$ cat src/rtl/rpn_stack_calculator_core_assert.svh
// Assertion macros shared by the calculator RTL.
// Both are clocked on clk and held off while arst_n is low.
`ifndef RPN_STACK_CALCULATOR_CORE_ASSERT_SVH
`define RPN_STACK_CALCULATOR_CORE_ASSERT_SVH

// The consequent must hold in the same cycle as the antecedent.
`define RPN_ASSERT_SAME(label, ante, cons, msg) \
	label: assert property (@(posedge clk) disable iff (!arst_n) (ante) |-> (cons)) \
		else $error(msg);

// The consequent must hold in the cycle after the antecedent.
`define RPN_ASSERT_NEXT(label, ante, cons, msg) \
	label: assert property (@(posedge clk) disable iff (!arst_n) (ante) |=> (cons)) \
		else $error(msg);

`endif

$ cat src/rtl/rpn_pkg.sv
package rpn_pkg;

	localparam int unsigned STACK_DEPTH_DEF = 16;
	localparam int unsigned DATA_W = 32;
	localparam int unsigned DEPTH_OUT_W = 5;
	localparam int unsigned DIV_STEPS = 32;

	typedef enum logic [2:0] {
		CMD_PUSH = 3'd0,
		CMD_ADD  = 3'd1,
		CMD_SUB  = 3'd2,
		CMD_MUL  = 3'd3,
		CMD_DIV  = 3'd4,
		CMD_DROP = 3'd5,
		CMD_DUP  = 3'd6,
		CMD_SWAP = 3'd7
	} calc_cmd_t;

	typedef enum logic [1:0] {
		ST_OK   = 2'd0,
		ST_FEW  = 2'd1,
		ST_FULL = 2'd2,
		ST_DIVZ = 2'd3
	} calc_status_t;

	typedef struct packed {
		calc_cmd_t                  cmd;
		logic signed [DATA_W-1:0]   operand_value;
	} calc_req_t;

	typedef struct packed {
		logic signed [DATA_W-1:0]   top_value;
		logic [DEPTH_OUT_W-1:0]     stack_depth;
		calc_status_t               status;
	} calc_rsp_t;

	typedef enum logic [1:0] {
		S_IDLE,
		S_EXEC,
		S_DIV,
		S_DONE
	} ctrl_state_t;

	// Commands from the controller to the datapath.
	typedef struct packed {
		logic load;
		logic commit;
		logic div_start;
		logic div_commit;
		logic out_load;
	} dp_cmd_t;

	// Status from the datapath to the controller.
	typedef struct packed {
		logic div_go;
		logic div_done;
	} dp_stat_t;

endpackage

$ cat src/rtl/rpn_div.sv
module rpn_div import rpn_pkg::*; (
	input  logic                     clk,
	input  logic                     arst_n,
	input  logic                     start,
	input  logic signed [DATA_W-1:0] dividend,
	input  logic signed [DATA_W-1:0] divisor,
	output logic                     done,
	output logic signed [DATA_W-1:0] quotient
);

	localparam int unsigned CNT_W = $clog2(DIV_STEPS);
	localparam logic [CNT_W-1:0] CNT_LAST = CNT_W'(DIV_STEPS - 1);

	logic              busy_q;
	logic              done_q;
	logic [CNT_W-1:0]  cnt_q;
	logic [DATA_W-1:0] quo_q;
	logic [DATA_W-1:0] rem_q;
	logic [DATA_W-1:0] dvs_q;
	logic              neg_q;

	logic [DATA_W-1:0] a_abs;
	logic [DATA_W-1:0] b_abs;
	logic [DATA_W:0]   rem_shift;
	logic [DATA_W:0]   trial;
	logic              fits;

	always_comb begin
		a_abs     = dividend[DATA_W-1] ? DATA_W'(-dividend) : DATA_W'(dividend);
		b_abs     = divisor[DATA_W-1] ? DATA_W'(-divisor) : DATA_W'(divisor);
		rem_shift = {rem_q, quo_q[DATA_W-1]};
		trial     = rem_shift - {1'b0, dvs_q};
		fits      = rem_shift >= {1'b0, dvs_q};
	end

	always_ff @(posedge clk or negedge arst_n) begin
		if (!arst_n) begin
			busy_q <= 1'b0;
			done_q <= 1'b0;
			cnt_q  <= '0;
		end else begin
			done_q <= 1'b0;
			if (start) begin
				busy_q <= 1'b1;
				cnt_q  <= '0;
			end else if (busy_q) begin
				cnt_q <= cnt_q + CNT_W'(1);
				if (cnt_q == CNT_LAST) begin
					busy_q <= 1'b0;
					done_q <= 1'b1;
				end
			end
		end
	end

	// Restoring division on magnitudes, one quotient bit per cycle.
	always_ff @(posedge clk) begin
		if (start) begin
			quo_q <= a_abs;
			rem_q <= '0;
			dvs_q <= b_abs;
			neg_q <= dividend[DATA_W-1] ^ divisor[DATA_W-1];
		end else if (busy_q) begin
			quo_q <= {quo_q[DATA_W-2:0], fits};
			rem_q <= fits ? trial[DATA_W-1:0] : rem_shift[DATA_W-1:0];
		end
	end

	assign done     = done_q;
	assign quotient = neg_q ? -$signed(quo_q) : $signed(quo_q);

endmodule

$ cat src/rtl/rpn_dp.sv
module rpn_dp import rpn_pkg::*; #(
	parameter int unsigned STACK_DEPTH = STACK_DEPTH_DEF
) (
	input  logic      clk,
	input  logic      arst_n,
	input  calc_req_t req,
	input  dp_cmd_t   ctl,
	output dp_stat_t  stat,
	output calc_rsp_t rsp
);

	localparam int unsigned AW = $clog2(STACK_DEPTH);
	localparam int unsigned DW = $clog2(STACK_DEPTH + 1);
	localparam logic [DW-1:0] FULL_D = DW'(STACK_DEPTH);

	// The top element lives in top_q; the memory holds the elements below it.
	logic signed [DATA_W-1:0] mem [STACK_DEPTH];

	calc_req_t                req_q;
	logic signed [DATA_W-1:0] top_q;
	logic signed [DATA_W-1:0] rd_data_q;
	logic [DW-1:0]            depth_q;
	calc_status_t             status_q;
	calc_rsp_t                rsp_q;

	logic [DW-1:0]            d_dec;
	logic [DW-1:0]            d_inc;
	logic [DW-1:0]            d_sub2;
	logic [AW-1:0]            rd_addr;
	logic                     has1;
	logic                     has2;
	logic                     full;
	logic signed [DATA_W-1:0] prod_lo;
	calc_status_t             op_st;
	logic signed [DATA_W-1:0] op_top;
	logic [DW-1:0]            op_depth;
	logic                     op_wr;
	logic [AW-1:0]            op_wa;
	logic                     div_go;
	logic                     div_done;
	logic signed [DATA_W-1:0] quotient;
	logic [DW+DEPTH_OUT_W-1:0] depth_ext;

	rpn_div u_div (
		.clk      (clk),
		.arst_n   (arst_n),
		.start    (ctl.div_start),
		.dividend (rd_data_q),
		.divisor  (top_q),
		.done     (div_done),
		.quotient (quotient)
	);

	always_comb begin
		d_dec     = depth_q - DW'(1);
		d_inc     = depth_q + DW'(1);
		d_sub2    = depth_q - DW'(2);
		rd_addr   = d_sub2[AW-1:0];
		has1      = depth_q != '0;
		has2      = depth_q >= DW'(2);
		full      = depth_q == FULL_D;
		// Only the low half of the product is kept, so a 32-bit product suffices.
		prod_lo   = rd_data_q * top_q;

		op_st    = ST_OK;
		op_top   = top_q;
		op_depth = depth_q;
		op_wr    = 1'b0;
		op_wa    = d_dec[AW-1:0];
		div_go   = 1'b0;

		case (req_q.cmd)
			CMD_PUSH: begin
				if (full) begin
					op_st = ST_FULL;
				end else begin
					op_top   = req_q.operand_value;
					op_depth = d_inc;
					op_wr    = has1;
				end
			end
			CMD_DUP: begin
				if (!has1) begin
					op_st = ST_FEW;
				end else if (full) begin
					op_st = ST_FULL;
				end else begin
					op_depth = d_inc;
					op_wr    = 1'b1;
				end
			end
			default: begin
				if (!has2) begin
					op_st = ST_FEW;
				end else begin
					case (req_q.cmd)
						CMD_ADD: begin
							op_top   = rd_data_q + top_q;
							op_depth = d_dec;
						end
						CMD_SUB: begin
							op_top   = rd_data_q - top_q;
							op_depth = d_dec;
						end
						CMD_MUL: begin
							op_top   = prod_lo;
							op_depth = d_dec;
						end
						CMD_DIV: begin
							if (top_q == '0) begin
								op_st = ST_DIVZ;
							end else begin
								div_go = 1'b1;
							end
						end
						CMD_DROP: begin
							op_top   = rd_data_q;
							op_depth = d_dec;
						end
						CMD_SWAP: begin
							op_top = rd_data_q;
							op_wr  = 1'b1;
							op_wa  = rd_addr;
						end
						default: begin
							op_st = ST_OK;
						end
					endcase
				end
			end
		endcase
	end

	assign stat.div_go   = div_go;
	assign stat.div_done = div_done;

	// The second element is read every cycle, so it is ready when a command arrives.
	always_ff @(posedge clk) begin
		if (ctl.commit && op_wr) begin
			mem[op_wa] <= top_q;
		end
		rd_data_q <= mem[rd_addr];
	end

	always_ff @(posedge clk or negedge arst_n) begin
		if (!arst_n) begin
			depth_q  <= '0;
			status_q <= ST_OK;
		end else begin
			if (ctl.commit) begin
				depth_q <= op_depth;
			end else if (ctl.div_commit) begin
				depth_q <= d_dec;
			end
			if (ctl.commit || ctl.div_start) begin
				status_q <= op_st;
			end
		end
	end

	always_ff @(posedge clk) begin
		if (ctl.load) begin
			req_q <= req;
		end
		if (ctl.commit) begin
			top_q <= op_top;
		end else if (ctl.div_commit) begin
			top_q <= quotient;
		end
		if (ctl.out_load) begin
			rsp_q.top_value   <= has1 ? top_q : '0;
			rsp_q.stack_depth <= depth_ext[DEPTH_OUT_W-1:0];
			rsp_q.status      <= status_q;
		end
	end

	assign depth_ext = {{DEPTH_OUT_W{1'b0}}, depth_q};
	assign rsp       = rsp_q;

endmodule

$ cat src/rtl/rpn_ctrl.sv
module rpn_ctrl import rpn_pkg::*; (
	input  logic     clk,
	input  logic     arst_n,
	input  logic     req_valid,
	output logic     req_ready,
	output logic     rsp_valid,
	input  logic     rsp_ready,
	input  dp_stat_t stat,
	output dp_cmd_t  ctl
);

	ctrl_state_t state_q;
	ctrl_state_t state_d;
	logic        rsp_valid_q;
	logic        out_free;

	assign out_free = !rsp_valid_q || rsp_ready;

	always_ff @(posedge clk or negedge arst_n) begin
		if (!arst_n) begin
			state_q <= S_IDLE;
		end else begin
			state_q <= state_d;
		end
	end

	always_comb begin
		state_d   = state_q;
		ctl       = '0;
		req_ready = 1'b0;
		case (state_q)
			S_IDLE: begin
				req_ready = 1'b1;
				if (req_valid) begin
					ctl.load = 1'b1;
					state_d  = S_EXEC;
				end
			end
			S_EXEC: begin
				if (stat.div_go) begin
					ctl.div_start = 1'b1;
					state_d       = S_DIV;
				end else begin
					ctl.commit = 1'b1;
					state_d    = S_DONE;
				end
			end
			S_DIV: begin
				if (stat.div_done) begin
					ctl.div_commit = 1'b1;
					state_d        = S_DONE;
				end
			end
			S_DONE: begin
				// Hold the result until the output register has room.
				if (out_free) begin
					ctl.out_load = 1'b1;
					state_d      = S_IDLE;
				end
			end
			default: begin
				state_d = S_IDLE;
			end
		endcase
	end

	always_ff @(posedge clk or negedge arst_n) begin
		if (!arst_n) begin
			rsp_valid_q <= 1'b0;
		end else if (ctl.out_load) begin
			rsp_valid_q <= 1'b1;
		end else if (rsp_ready) begin
			rsp_valid_q <= 1'b0;
		end
	end

	assign rsp_valid = rsp_valid_q;

endmodule

$ cat src/rtl/rpn_stack_calculator_core.sv
// Integer reverse-Polish calculator on a stack of up to STACK_DEPTH signed 32-bit
// elements. Each transaction on req carries a command and an operand, and yields
// exactly one transaction on rsp with the new top, depth and status. Commands are
// taken one at a time: push, add, subtract, multiply, drop, duplicate and swap
// use the registered read of the second element from the stack memory and the
// write-back of the result. A divide that goes ahead waits for the divider, which
// produces one quotient bit a cycle; a divide refused for too few operands or a
// zero divisor takes the same path as the others. A result waiting in the output
// register does not hold up the next command; only the following result waits
// until rsp is taken.
// The stack needs no clearing after reset.
`include "rpn_stack_calculator_core_assert.svh"

module rpn_stack_calculator_core import rpn_pkg::*; #(
	parameter int unsigned STACK_DEPTH = STACK_DEPTH_DEF
) (
	input  logic      clk,
	input  logic      arst_n,
	input  logic      req_valid,
	output logic      req_ready,
	input  calc_req_t req,
	output logic      rsp_valid,
	input  logic      rsp_ready,
	output calc_rsp_t rsp
);

	dp_cmd_t  ctl;
	dp_stat_t stat;

	rpn_ctrl u_ctrl (
		.clk       (clk),
		.arst_n    (arst_n),
		.req_valid (req_valid),
		.req_ready (req_ready),
		.rsp_valid (rsp_valid),
		.rsp_ready (rsp_ready),
		.stat      (stat),
		.ctl       (ctl)
	);

	rpn_dp #(
		.STACK_DEPTH (STACK_DEPTH)
	) u_dp (
		.clk    (clk),
		.arst_n (arst_n),
		.req    (req),
		.ctl    (ctl),
		.stat   (stat),
		.rsp    (rsp)
	);

	`RPN_ASSERT_NEXT(a_busy_after_accept, req_valid && req_ready, !req_ready, "ready while busy")
	`RPN_ASSERT_NEXT(a_div_not_instant, ctl.div_start, !stat.div_done, "divider done at once")
	`RPN_ASSERT_SAME(a_no_overwrite, ctl.out_load, !rsp_valid || rsp_ready, "result overwritten")

endmodule
$ cat config.mk
export PLATFORM = sky130hd
export DESIGN_NAME = rpn_stack_calculator_core
export DESIGN_NICKNAME = d
export VERILOG_FILES = /design/src/rtl/rpn_pkg.sv /design/src/rtl/rpn_div.sv /design/src/rtl/rpn_dp.sv /design/src/rtl/rpn_ctrl.sv /design/src/rtl/rpn_stack_calculator_core.sv
export VERILOG_INCLUDE_DIRS = /design/src /design/src/rtl
export SDC_FILE = /design/constraint.sdc
export NUM_CORES = 2
export LEC_CHECK = 0
export BUFFER_PORTS_ARGS = -buffer_cell sky130_fd_sc_hd__buf_2
export CORE_MARGIN = 2
export CORE_UTILIZATION = 40
export CTS_CLUSTER_SIZE = 16
export DETAILED_ROUTE_END_ITERATION = 8
export MAX_ROUTING_LAYER = met4
export SETUP_SLACK_MARGIN = 0.05
export SYNTH_ARGS = -nofsm -noshare
export SYNTH_HDL_FRONTEND = slang
export SYNTH_SLANG_ARGS = --single-unit
export TNS_END_PERCENT = 20
$ cat constraint.sdc
create_clock -name clk -period 20.9 [get_ports clk]
set_input_delay 2.09 -clock clk [delete_from_list [all_inputs] [get_ports clk]]
set_output_delay 2.09 -clock clk [all_outputs]
set_load 0.05 [all_outputs]
==> flow_summary_export.csv <==
group,metric,value,unit
sta,fmax,124.1,MHz
critical_path,critPathLaunchType,"flop",
die,rows,131,
critical_path,critPathMaxFanout,30,
outcome,run_status,"completed",
logic_synthesis,avgSynthCellArea,12.29,µm²
clocking,clockBufferDepth,3,
logic_synthesis,ys_ff_latch,764,
clocking,clock_sinks,764,
worst_hold_path,min-delay-path-class,"flop to flop",
logic_synthesis,synth-adder-area-share,0.2164,
sta,worst_slew_pin_slew,1.164,ns
grt,grt.total_usage,0.2353,
grt,grt_overflow,0,
logic_synthesis,syn_area,51220,µm²
sta,final_max_slew_viol_count,0,
finish,final_util,0.4423,
logic_synthesis,synth-xor-area-share,0.04309,
die,die_height,361.8,µm
sta,hold_slack,0.4564,ns
logic_synthesis,synth_nets,4845,
logic_synthesis,synth_top_area_cell,"edfxtp_1",
drt,via_per_inst,5.599,
logic_synthesis,synthArstFlopShare,0.02225,
clocking,cts_root_buf,"clkbuf_16",
sta,setup_viol_count_final,0,
die,fp.dieW,361.8,µm
clocking,hold_buffers,0,
logic_synthesis,synth-edff-count,683,
logic_synthesis,synth-main-ff-cell,"edfxtp_1",
logic_synthesis,synth_commonest_cells,"683 x edfxtp_1, 479 x inv_1, 410 x fa_1",
logic_synthesis,yosysMostFrequentCell,"edfxtp_1",
logic_synthesis,synthSimpleGateAreaFrac,0.1102,
clocking,cts_resized,0,
placed_design,dpl.hpwl,94910,µm
placed_design,port_buffers,79,
clocking,worstSkewPairLatency,0.69,ns
drt,routed_wirelength,148900,µm
drt,wl_per_cell,25.14,µm
drt,dr.pass1.iters,8,
drt,postRouteAntennaNets,0,
critical_path,crit_start,"u_dp.top_q[3]$_DFFE_PP_",
die,io-pin-count,80,
drt,via_count,33144,
critical_path,critPathCaptureType,"flop",
run,cap_violations,0,
logic_synthesis,synth_top_family_by_area,"adder cells",
drt,drc_errors,0,
logic_synthesis,synth.distinct_cells,88,
grt,grt_pass1_vias,34129,
grt,grt_pass1_wl,222200,µm
finish,areaGrowthSynthToFinish,9.979,%
logic_synthesis,ys_seq_area_frac,0.4337,
finish,fillers,11549,
sta,hold_viol,0,
finish,drive_gt1_frac,0.1203,
logic_synthesis,ys_warn_count,0,
sta,setup_tns,0,ns
critical_path,path_class,"flop to flop",
sta,rsz0062_at_grt,"no",
clocking,cts_buffers,83,
critical_path,crit_arrival,8.48,ns
logic_synthesis,synth_compound_gate_area_share,0.06422,
critical_path,worstReg2RegStart,"u_dp.top_q[3]$_DFFE_PP_",
clocking,path_clk_slew,0.07,ns
critical_path,r2r_slack,12.84,ns
critical_path,critPathRequiredTime,21.32,ns
finish,layout.nets,4867,
logic_synthesis,synth_area_leaders,"edfxtp_1 40%, fa_1 16%, mux4_2 7.0%",
die,start_util,0.4022,
clocking,tritoncts,"built",
sta,fin_crit_sh,0.3855,
grt,grt_max_degree,99,
placed_design,place.gp.congestion,0.9331,
clocking,htree_levels,3,
die,dieArea,130900,µm²
drt,drtIter0Drc,3366,
logic_synthesis,synthMuxAreaShare,0.07893,
logic_synthesis,yosysTopAreaCellShare,0.4004,
sta,slew_headroom,0.2239,
sta,fin_crit,8.058,ns
worst_hold_path,min_from,"u_dp.status_q[1]$_DFFE_PN0P_",
grt,grt_antenna_before_repair,10,
sta,finClkSkew,0.03870,ns
logic_synthesis,synthCells,4167,
die,core,127400,µm²
clocking,cts_setup_buffers,0,
[area by class of cell]
cell class                      count  area [µm²]  share of cell area
Clock inverter                     32       366.6            0.006508
Clock buffer                      120        2297             0.04078
Timing Repair Buffer              174        1121             0.01990
Antenna cell                        2       5.005          0.00008885
Sequential cell                   764       22230              0.3945
Multi-Input combinational cell   2687       26440              0.4693
Inverter                          479        1798             0.03192
Tap cell                         1662        2079             0.03692
[flip-flops by register name, indices dropped and copies added, names as in the netlist, 2 cells and up]
register and count:
u_ctrl.state_q 2, u_dp.depth_q 5, u_dp.mem 512, u_dp.rd_data_q 32, u_dp.req_q 35, u_dp.rsp 39, u_dp.status_q 2, u_dp.top_q 32
u_dp.u_div.cnt_q 5, u_dp.u_div.dvs_q 32, u_dp.u_div.quo_q 32, u_dp.u_div.rem_q 32
[kinds of logic after synthesis]
| family | Yosys count |
|---|---|
| muxes | 203 |
| xor gates and xnor gates | 252 |
| and+or+nand+nor | 1076 |
| AOI/OAI and AO/OA | 516 |
| adders and majority gates | 640 |
| buffers and inverters | 716 |
| DFF | 764 |
[worst max-delay path, cell delays in order (launching register included)]
cell and delay, ns:
edfxtp_1 1.10, and2_1 0.27, fa_1 0.44, fa_1 0.49
inv_1 0.05, fa_1 0.47, fa_1 0.55, inv_1 0.05
fa_1 0.50, inv_1 0.06, fa_1 0.52, inv_1 0.05
fa_1 0.45, fa_1 0.40, ha_1 0.39, a21o_1 0.20
a21o_1 0.18, a21oi_1 0.19, o211a_1 0.24, o31ai_1 0.13
a221o_1 0.37, a21oi_1 0.21, nor4b_1 0.08, o31ai_1 0.28
nand3_1 0.11
[layout by cell type (no fill, tap or decap), drive strengths merged, types with 14 or more instances in the layout]
cell type | synthesis | routed
a21o | 29 | 29
mux4 | 160 | 160
buf | 36 | 174
nand3 | 33 | 33
edfxtp | 683 | 683
mux2i | 36 | 36
a211oi | 15 | 15
o211ai | 19 | 19
and2 | 360 | 360
clkinv | 0 | 27
nand2 | 343 | 343
o41ai | 14 | 14
nor2b | 51 | 51
nand2b | 25 | 25
or3 | 29 | 29
xnor2 | 146 | 146
nor2 | 117 | 117
o31ai | 33 | 33
inv | 479 | 480
nor3 | 28 | 28
and3 | 16 | 16
or4 | 15 | 15
dfrtp | 17 | 17
ha | 229 | 229
a21oi | 121 | 121
o21a | 17 | 17
fa | 410 | 410
xor2 | 106 | 106
clkbuf | 201 | 120
dfxtp | 64 | 64
o21ai | 166 | 166
[per-layer routing]
metal  track usage  share of wire  vias to the layer above
met2        0.3660           0.46                     1366
met3       0.03360          0.079                      276
li1              -              -                    14397
met4       0.08039          0.036                        0
met1        0.3174           0.42                    17105
met5             -              0                        -
[per-stage QoR]
step	cell area [µm²]	instances	setup slack (ns)
floorplan	51220	4167	13.48
global placement	53660	5766	12.87
detailed placement	53660	5766	12.81
CTS	56330	5918	12.77
global route	56330	5919	12.27
finish	56330	5920	12.84
[final timing paths]
path / endpoint / cells after the start
min: u_dp.rsp[1]$_DFFE_PP_ / 0
max reg2reg: u_dp.top_q[30]$_DFFE_PP_ / 24
max: u_dp.top_q[30]$_DFFE_PP_ / 24
min reg2reg: u_dp.rsp[1]$_DFFE_PP_ / 0
max in group asynchronous: u_dp.depth_q[1]$_DFFE_PN0P_ / 1
min in group asynchronous: u_dp.depth_q[0]$_DFFE_PN0P_ / 1
Power is not shown: default switching activity piles up to over one toggle a cycle in this logic, so the estimate is an artifact.
